## config.mk

```make
export PLATFORM = sky130hd
export DESIGN_NAME = sorted_insert_priority_queue
export DESIGN_NICKNAME = d
export VERILOG_FILES = /design/src/design/spq_pkg.sv /design/src/design/spq_cell.sv /design/src/design/sorted_insert_priority_queue.sv
export SDC_FILE = /design/constraint.sdc
export NUM_CORES = 2
export LEC_CHECK = 0
export ABC_AREA = 1
export BUFFER_PORTS_ARGS = -buffer_cell sky130_fd_sc_hd__clkbuf_2
export CAP_MARGIN = 15
export CORE_AREA = 5 5 273 275
export DETAILED_ROUTE_END_ITERATION = 7
export DIE_AREA = 0 0 278 280
export GPL_ROUTABILITY_DRIVEN = 0
export PLACE_DENSITY = 0.68
export SLEW_MARGIN = 20
export SYNTH_ARGS = -nofsm -noshare
export SYNTH_HDL_FRONTEND = slang
export SYNTH_SLANG_ARGS = --single-unit
```

## constraint.sdc

```tcl
create_clock -name clk -period 3.3 [get_ports clk]
set_input_delay 0.495 -clock clk [delete_from_list [all_inputs] [get_ports clk]]
set_output_delay 0.495 -clock clk [all_outputs]
set_load 0.01 [all_outputs]
```

## src/design/spq_pkg.sv

```systemverilog
// Shared types and codes for the sorted-insert priority queue.
// No dependencies; used by spq_cell and sorted_insert_priority_queue.
`default_nettype none

package spq_pkg;

    localparam int unsigned DEPTH_DEF = 16;
    localparam int unsigned KEY_W     = 8;
    localparam int unsigned TAG_W     = 16;
    localparam int unsigned PAY_W     = 8;
    localparam int unsigned CNT_OUT_W = 5;

    // Result status codes
    typedef enum logic [1:0] {
        ST_INSERTED  = 2'd0,
        ST_FULL      = 2'd1,
        ST_REMOVED   = 2'd2,
        ST_EMPTY     = 2'd3
    } spq_status_t;

    // One stored entry
    typedef struct packed {
        logic [KEY_W-1:0] key;
        logic [TAG_W-1:0] tag;
        logic [PAY_W-1:0] pay;
    } spq_entry_t;

    // Operation broadcast to every cell
    typedef struct packed {
        logic             ins;
        logic             rem;
        spq_entry_t       item;
    } spq_op_t;

endpackage

`default_nettype wire

```

## src/design/spq_cell.sv

```systemverilog
// One cell of the sorted row: holds a single entry and hands it to a neighbor.
// Depends on spq_pkg.
`default_nettype none

module spq_cell (
    input  wire logic               clk,
    input  wire spq_pkg::spq_op_t   op,
    input  wire logic               occ,        // this cell holds an entry
    input  wire logic               prev_ge,    // cell above keeps its entry
    input  wire spq_pkg::spq_entry_t prev_entry,
    input  wire spq_pkg::spq_entry_t next_entry,
    output logic                    ge,
    output spq_pkg::spq_entry_t     entry,
    output spq_pkg::spq_entry_t     entry_next
);
    import spq_pkg::*;

    spq_entry_t entry_reg;

    // Keep own entry when it ranks at or above the new key
    assign ge    = occ && (entry_reg.key >= op.item.key);
    assign entry = entry_reg;

    // Select: keep, take new item, shift down from above, or shift up from below
    always_comb
    begin
        entry_next = entry_reg;
        if (op.ins && !ge)
        begin
            entry_next = prev_ge ? op.item : prev_entry;
        end
        else if (op.rem)
        begin
            entry_next = next_entry;
        end
    end

    // Data register, no reset needed
    always_ff @(posedge clk)
    begin
        entry_reg <= entry_next;
    end

endmodule

`default_nettype wire

```

## src/design/sorted_insert_priority_queue.sv

```systemverilog
// Top level of the sorted-insert priority queue: a row of spq_cell instances,
// occupancy count and registered result stage. Depends on spq_pkg, spq_cell.
//
// Usage:
//   Input channel s_axis: tuser[0] selects the action (0 insert, 1 remove the
//   head); tdata carries priority, tag and payload of an insert. Output
//   channel m_axis: one result transaction per input transaction; tuser is
//   the status, tdata the removed entry, count and head/tail tags.
//   Entries are kept sorted by descending priority in a row of DEPTH cells;
//   every cell compares the new key against its own and shifts in the same
//   cycle, so an insert or remove completes in a single register update.
//   The result is registered and presented in the cycle after the input
//   transaction. One transaction per cycle while the receiver takes results;
//   s_axis_tready is high whenever the result register is empty or being
//   taken in the same cycle. When the receiver stalls, the result is held
//   and the input side stalls with it once the result register is occupied.
//   Reset clears the entry count (queue empty) and the result valid flag;
//   no clearing pass is needed, the queue is usable right after reset.
`default_nettype none

module sorted_insert_priority_queue #(
    parameter int unsigned DEPTH = spq_pkg::DEPTH_DEF
) (
    input  wire logic        clk,
    input  wire logic        rst_n,
    input  wire logic        s_axis_tvalid,
    output logic             s_axis_tready,
    input  wire logic [31:0] s_axis_tdata,   // priority_req[7:0], tag[23:8], payload[31:24]
    input  wire logic [0:0]  s_axis_tuser,   // action[0]
    output logic             m_axis_tvalid,
    input  wire logic        m_axis_tready,
    output logic [71:0]      m_axis_tdata,   // out_tag[15:0], out_priority[23:16],
                                             // out_payload[31:24], entry_count[36:32],
                                             // head_tag[52:37], tail_tag[68:53], zero fill
    output logic [1:0]       m_axis_tuser    // status[1:0]
);
    import spq_pkg::*;

    localparam int unsigned CW = $clog2(DEPTH + 1);

    logic [CW-1:0]    count_reg, count_next;
    logic             out_valid_reg;
    logic [71:0]      out_data_reg, out_data_next;
    spq_status_t      status_reg, status_next;

    logic             accept, action, full, empty;
    spq_op_t          op;
    spq_entry_t       cur   [DEPTH];
    spq_entry_t       nxt   [DEPTH];
    spq_entry_t       below [DEPTH];
    spq_entry_t       above [DEPTH];
    logic [DEPTH-1:0] ge, occ;
    logic [DEPTH:0]   ge_in;
    logic [DEPTH:0]   nocc;
    logic [TAG_W-1:0] tail_tag, head_tag;
    spq_entry_t       removed;
    logic [CNT_OUT_W-1:0] count_out;

    // Handshake
    assign s_axis_tready = !out_valid_reg || m_axis_tready;
    assign accept        = s_axis_tvalid && s_axis_tready;
    assign action        = s_axis_tuser[0];
    assign full          = (count_reg == CW'(DEPTH));
    assign empty         = (count_reg == '0);

    // Broadcast operation
    assign op.ins       = accept && !action && !full;
    assign op.rem       = accept && action && !empty;
    assign op.item.key  = s_axis_tdata[7:0];
    assign op.item.tag  = s_axis_tdata[23:8];
    assign op.item.pay  = s_axis_tdata[31:24];

    // Next count
    always_comb
    begin
        count_next = count_reg;
        if (op.ins)
        begin
            count_next = count_reg + CW'(1);
        end
        else if (op.rem)
        begin
            count_next = count_reg - CW'(1);
        end
    end

    // Occupancy and neighbor wiring
    assign ge_in[0] = 1'b1;
    assign nocc[DEPTH] = 1'b0;
    for (genvar i = 0; i < DEPTH; i++)
    begin : g_row
        assign occ[i]     = (count_reg > CW'(i));
        assign nocc[i]    = (count_next > CW'(i));
        assign ge_in[i+1] = ge[i];
        assign above[i]   = (i == 0) ? op.item : cur[(i == 0) ? 0 : i-1];
        assign below[i]   = (i == DEPTH-1) ? '0 : cur[(i == DEPTH-1) ? i : i+1];

        spq_cell u_cell (
            .clk        (clk),
            .op         (op),
            .occ        (occ[i]),
            .prev_ge    (ge_in[i]),
            .prev_entry (above[i]),
            .next_entry (below[i]),
            .ge         (ge[i]),
            .entry      (cur[i]),
            .entry_next (nxt[i])
        );
    end

    // Head and tail tags after this step
    always_comb
    begin
        tail_tag = '0;
        for (int i = 0; i < DEPTH; i++)
        begin
            if (nocc[i] && !nocc[i+1])
            begin
                tail_tag = tail_tag | nxt[i].tag;
            end
        end
        head_tag = nocc[0] ? nxt[0].tag : '0;
    end

    // Result fields
    assign removed   = op.rem ? cur[0] : '0;
    assign count_out = CNT_OUT_W'(count_next);

    always_comb
    begin
        if (!action)
        begin
            status_next = full ? ST_FULL : ST_INSERTED;
        end
        else
        begin
            status_next = empty ? ST_EMPTY : ST_REMOVED;
        end
        out_data_next = {3'b000, tail_tag, head_tag, count_out,
                         removed.pay, removed.key, removed.tag};
    end

    // Control registers
    always_ff @(posedge clk or negedge rst_n)
    begin
        if (!rst_n)
        begin
            count_reg     <= '0;
            out_valid_reg <= 1'b0;
        end
        else
        begin
            count_reg <= count_next;
            if (accept)
            begin
                out_valid_reg <= 1'b1;
            end
            else if (m_axis_tready)
            begin
                out_valid_reg <= 1'b0;
            end
        end
    end

    // Result register
    always_ff @(posedge clk)
    begin
        if (accept)
        begin
            out_data_reg <= out_data_next;
            status_reg   <= status_next;
        end
    end

    assign m_axis_tvalid = out_valid_reg;
    assign m_axis_tdata  = out_data_reg;
    assign m_axis_tuser  = status_reg;

    // Count never runs past the number of cells
    a_count_range: assert property (@(posedge clk) disable iff (!rst_n)
        count_reg <= CW'(DEPTH))
        else $error("entry count above depth");

    // A remove on a non-empty queue drops the count by one
    a_rem_count: assert property (@(posedge clk) disable iff (!rst_n)
        (accept && action && !empty) |=> (count_reg == $past(count_reg) - CW'(1)))
        else $error("remove did not decrement count");

    // An insert on a full queue leaves it full and reports rejection
    a_full_hold: assert property (@(posedge clk) disable iff (!rst_n)
        (accept && !action && full) |=> (full && m_axis_tuser == ST_FULL))
        else $error("insert on full queue changed state");

    // Reported count matches the internal count right after a transaction
    a_count_out: assert property (@(posedge clk) disable iff (!rst_n)
        accept |=> (m_axis_tdata[36:32] == CNT_OUT_W'(count_reg)))
        else $error("reported count differs from held count");

endmodule

`default_nettype wire
```

* Yosys cells after proc, flatten, opt, wreduce, memory -nomap -nowiden
Cells that the tools add are included. W data, S select, Z words.
Operators by class: add/sub/neg operators 2, $lt $le $gt $ge 48, equal/unequal tests 1, multiplexer cells 70, bitwise gates (word level) 15, reductions and logical operators 106
Operators by type and width (number):
- $mux W32 | 47
- $mux W16 | 16
- $or A16 B16 Y16 | 15
- $ge A8 B8 Y1 | 16
- $gt A5 B4 Y1 const B | 16
- $logic_and A1 B1 Y1 | 52
- $gt A5 B3 Y1 const B | 8
- $logic_not A1 Y1 | 35
- $reduce_bool A2 Y1 | 17
- $gt A5 B1 Y1 const B | 4
- $gt A5 B2 Y1 const B | 4
- $mux W5 | 2
- $add A5 B1 Y5 const B | 1
- $eq A5 B5 Y1 const B | 1
- $logic_not A5 Y1 | 1
- $sub A5 B1 Y5 const B | 1
- $mux W1 | 4
- $mux W2 | 1
- $logic_or A1 B1 Y1 | 1
Word-level totals: bits in registers 589, input bits 37, output and inout port bits 76, word-level logic and storage cells 296

* Logic depth before layout (Yosys ltp)
depth in word-level cells 41, gate-level depth with buffers 22, gate-level depth less buffers 20

* Hierarchy
Synthesis repeated with hierarchy kept, for this count alone.
Unflattened totals: cells, all modules 4769, area total of the unflattened synthesis 39605.5 µm²
By module, submodules not included:
- spq_cell | times used 16, cells an instance 249, area each 2112.0 µm², sequential area each 640.6 µm²
- sorted_insert_priority_queue | times used 1, cells an instance 785, area each 5813.1 µm², sequential area each 2282.2 µm²

* Least setup slack after synthesis
OpenSTA, ideal clock, no wires.
path type in2reg, start input s_axis_tdata[7], end register g_row[1].u_cell.entry_reg (netlist bit g_row[1].u_cell.entry[0]), enable pin, library setup time 0.372 ns, arrival time 2.728 ns, required time 2.928 ns, setup slack 0.200 ns, stages on the path 10, buffers on the path 2, path through inv_1 -> ha_1 -> a21o_1 -> nor2_1 -> nand3_1 -> nand2_1 -> nand2_1 -> buf_2 -> buf_1 -> nand2_1
Between the ends: word-level cells in the longest chain between the ends 5
Ends and longest elaborated chain:
- start: declaration | line sorted_insert_priority_queue.sv:28 | input wire logic [31:0] s_axis_tdata,
- $ge A8 B8 Y1 | line spq_cell.sv:21 | assign ge = occ && (entry_reg.key >= op.item.key);
- $logic_and A1 B1 Y1 | line spq_cell.sv:21
- $logic_not A1 Y1 | line spq_cell.sv:28 | if (op.ins && !ge)
- $logic_and A1 B1 Y1 | line spq_cell.sv:28
- $reduce_bool A2 Y1 (no line)
- end signal: assignment | line spq_cell.sv:41 | entry_reg <= entry_next;
- end: declaration | line spq_cell.sv:18 | spq_entry_t entry_reg;
Every way passes these cells. A chain may end at the register's enable or synchronous reset.

* Final worst setup path
start register count_reg[0], end register out_data_reg[61] (netlist: m_axis_tdata[61]), data pin
Between the ends: word-level cells in the longest chain between the ends 39, elaborated cells between the ends (all ways) 198, those cells by class add/sub: 2; order compare: 32; eq/ne: 1; mux: 65; bitwise: 15; reduce/logical: 83
Ends and longest elaborated chain:
- start: declaration | line sorted_insert_priority_queue.sv:41 | logic [CW-1:0] count_reg, count_next;
- start signal: assignment | line sorted_insert_priority_queue.sv:153 | count_reg <= count_next;
- branches (longest 4 deep; another with $sub A5 B1 Y5)
- $mux W5 (*) | line sorted_insert_priority_queue.sv:77 | if (op.ins)
- via count_next[0] | line sorted_insert_priority_queue.sv:41
- $gt A5 B1 Y1 | line sorted_insert_priority_queue.sv:93 | assign nocc[i] = (count_next > CW'(i));
- $logic_not A1 Y1 | line sorted_insert_priority_queue.sv:117 | if (nocc[i] && !nocc[i+1])
- $logic_and A1 B1 Y1 | line sorted_insert_priority_queue.sv:117
- $mux W16 | line sorted_insert_priority_queue.sv:117
- $or A16 B16 Y16 | line sorted_insert_priority_queue.sv:119 | tail_tag = tail_tag | nxt[i].tag;
- [... 22 more ...]
- $mux W16 | line sorted_insert_priority_queue.sv:117
- $or A16 B16 Y16 | line sorted_insert_priority_queue.sv:119
- $mux W16 | line sorted_insert_priority_queue.sv:117
- $or A16 B16 Y16 | line sorted_insert_priority_queue.sv:119
- $mux W16 | line sorted_insert_priority_queue.sv:117
- $or A16 B16 Y16 | line sorted_insert_priority_queue.sv:119
- $mux W16 (*) | line sorted_insert_priority_queue.sv:117
- via tail_tag[8] | line sorted_insert_priority_queue.sv:55 | logic [TAG_W-1:0] tail_tag, head_tag;
- end signal: assignment | line sorted_insert_priority_queue.sv:170 | out_data_reg <= out_data_next;
- end: declaration | line sorted_insert_priority_queue.sv:43 | logic [71:0] out_data_reg, out_data_next;
Mark *: on every way through the listed nets, which the timed path passes. The select of a mux whose other input is x is not followed.

==> results_dict.tcl <==
set metrics [dict create \
    cts_setup_buffers 0 \
    dp_hpwl_mm 87.0 \
    ys_warn_count 0 \
    clock-sinks 589 \
    hold_class "input port to flop" \
    die_h_um 280 \
    synth-main-ff-cell "edfxtp_1" \
    worstPathArrival_ps 3510 \
    io_pins 113 \
    setup_slack_ps 152 \
    area_growth_syn_to_layout_pct 13.0 \
    layout-drive-gt1-share_pct 9.38 \
    drtIter0Drc 4091 \
    vias_per_cell 5.64 \
    status "complete, but fails checks" \
    synth-edff-count 327 \
    max_slew_margin_pct 30.4 \
    clk_latency_ps 610 \
    yosysTopAreaCell "edfxtp_1" \
    die_x_um 278 \
    coreArea_um2 72100 \
    synth_commonest_cells "1987 x nand2_1, 559 x o21ai_0, 409 x inv_1, 339 x nor2_1, 329 x nand3_1" \
    timing.final.crit_period_ps 3150 \
    pre_cts_ws_ps -36.8 \
    vdd_drop_max_mv 0.529 \
    synth.top_cell.area_share_pct 27.6 \
    fin_skew_ps 17.4 \
    tightest_slew_ps 1040 \
    netlist_top_cells_area "edfxtp_1 28%, nand2_1 21%, dfxtp_1 14%" \
    final_cells 6192 \
    crit_fanout 15 \
    yosysSeqAreaShare_pct 42.5 \
    crit_required_ps 3660 \
    track_usage_pct 29.4 \
    grt_first_pass_wirelength_mm 183 \
    drv_cap 0 \
    antenna_found_initial 0 \
    grt_setup_unrepaired "false" \
    p_leak_nw 18.8 \
    hold_depth 1 \
    yosys.cell_types.count 45 \
    num_antenna_cells 0 \
    min_from "s_axis_tuser" \
    largest_reg_flops 512 \
    dp.cells 6061 \
    yosysMostFrequentCell "nand2_1" \
    drv_slew 0 \
    htreeDepth 3 \
    worstReg2RegEnd "m_axis_tdata[61]" \
    endpoint_kind "flop" \
    syn_area_um2 35600 \
    die-area_um2 77800 \
    holdPathEnd "m_axis_tuser[1]" \
    ant_nets 0 \
    reg2reg_setup_slack_ps 150 \
    drt_wl_total_mm 119 \
    grt_start_max_net_pins 197 \
    finalSetupViolCount 0 \
    fmax_ghz 0.318 \
    powerDensity_nw_per_um2 844 \
    cts_tree "built" \
    num_vias 34928 \
    grt_pass1_vias 32921 \
    drc 1 \
    wl_per_cell_um 19.2 \
    reg2reg_depth 17 \
    clkTransAtPathRegs_ps 60 \
    r2r_start "count_reg[0]" \
    hold_violations 0 \
    power_mw 33.9 \
    cts_buffers 71 \
    start_util_pct 49.3 \
    syn_area_per_cell_um2 6.98 \
    io_buffers 109 \
    worstSetupPathType "flop to flop" \
    finalNetCount 5347 \
    grt_remaining_overflow 0 \
    clockBufferDepth 3 \
    first_pass_iters 8 \
    synthCells 5094 \
    cp-start-kind "flop" \
    clock-root-buffer "clkbuf_16" \
    period_share_pct 95.4 \
    synthArstFlopShare_pct 1.02 \
    synth-seq-cells 589 \
    num_rows 99 \
    violations "design-rule violations" \
]
[layout by cell type, fill, tap and decap left out, types with 20 or more instances in the layout]
master and n:
edfxtp_1 327, nand3_1 329, nand2_1 1983, a21oi_1 175
clkbuf_2 109, nand4_1 27, o21ai_1 55, nor2_1 338
clkinv_2 20, o21ai_0 559, ha_1 134, dfxtp_1 256
o211ai_1 44, clkbuf_16 75, buf_12 33, inv_1 407
a22o_1 30, buf_4 172
[report_power, final]
part / leakage, nW / total [mW] / switching, mW / internal [mW]
registers: 5.41 / 12.0 / 1.50 / 10.5
clock network: 1.10 / 7.64 / 3.29 / 4.36
logic: 12.3 / 14.2 / 9.65 / 4.60
total: 18.8 / 33.9 / 14.4 / 19.5
[metrics by stage]
step / hold WS [ps] / utilization, % / cell area (um2) / setup TNS (ps)
after floorplan: 199 / - / 35600 / 0
after global placement: 332 / 52.6 / 37900 / 0
after detailed placement: 337 / 52.6 / 37900 / -59.6
after CTS: 74.0 / 55.7 / 40200 / 0
after global routing: 85.0 / 55.7 / 40200 / 0
final: 99.6 / 55.7 / 40200 / 0
[area by class of cell]
| cell class | instances | area (um2) |
|---|---|---|
| clock buffers | 94 | 1960 |
| clock inverters | 36 | 255 |
| fillers | 6979 | 31900 |
| inverters | 424 | 1600 |
| multi-input cells | 3774 | 17600 |
| flip-flops and latches | 589 | 15100 |
| well taps | 959 | 1200 |
| repair buffers | 316 | 2520 |
[logic make-up after synthesis]
| family | share of synthesized area [%] |
|---|---|
| other | 0.0105 |
| and+or+nand+nor | 30.8 |
| DFF | 42.5 |
| xor gates and xnor gates | 0.0739 |
| adders and majority gates | 4.72 |
| buffers and inverters | 8.27 |
| AOI/OAI and AO/OA | 13.6 |
[per-layer routing]
| metal | track usage [%] | part of all wire (%) | vias to the layer above |
|---|---|---|---|
| li1 | - | - | 16726 |
| met1 | 37.0 | 39 | 16301 |
| met2 | 49.0 | 46 | 1567 |
| met3 | 3.71 | 7.4 | 334 |
| met4 | 17.1 | 6.9 | 0 |
| met5 | 0 | 0 | - |
[how the worst max path moves through the flow]
| stage | startpoint | to | slack [ps] | cells after the start |
|---|---|---|---|---|
| floorplan | s_axis_tdata[7] | g_row[1].u_cell.entry[0] | 200 | 10 |
| global placement | s_axis_tdata[7] | m_axis_tdata[66] | 30 | 20 |
| detailed placement | s_axis_tdata[3] | m_axis_tdata[61] | -40 | 20 |
| CTS | count_reg[1] | m_axis_tdata[61] | 60 | 18 |
| global route | count_reg[0] | m_axis_tdata[57] | 9 | 18 |
| finish | count_reg[0] | m_axis_tdata[61] | 150 | 17 |
[critical path: stages, from the launching register on]
cell and delay [ps]:
dfrtp_1 370, inv_1 190, ha_1 260, nand2_1 110
nor2_4 190, nor2_8 90, inv_4 170, nand2_1 100
nand2_1 80, nand2_2 130, nand2_2 230, inv_2 60
nand3_1 200, inv_2 200, nand2_1 120, nand3_1 100
nor2_2 210, nand2_1 80
[repair_timing]
action	4_1_cts	5_1_grt
setup endpoints to repair	0	16
endpoints found under the hold margin	6	0
gates resized for setup	0	7
hold buffers	1	0
(Power assumes the default switching activity.)
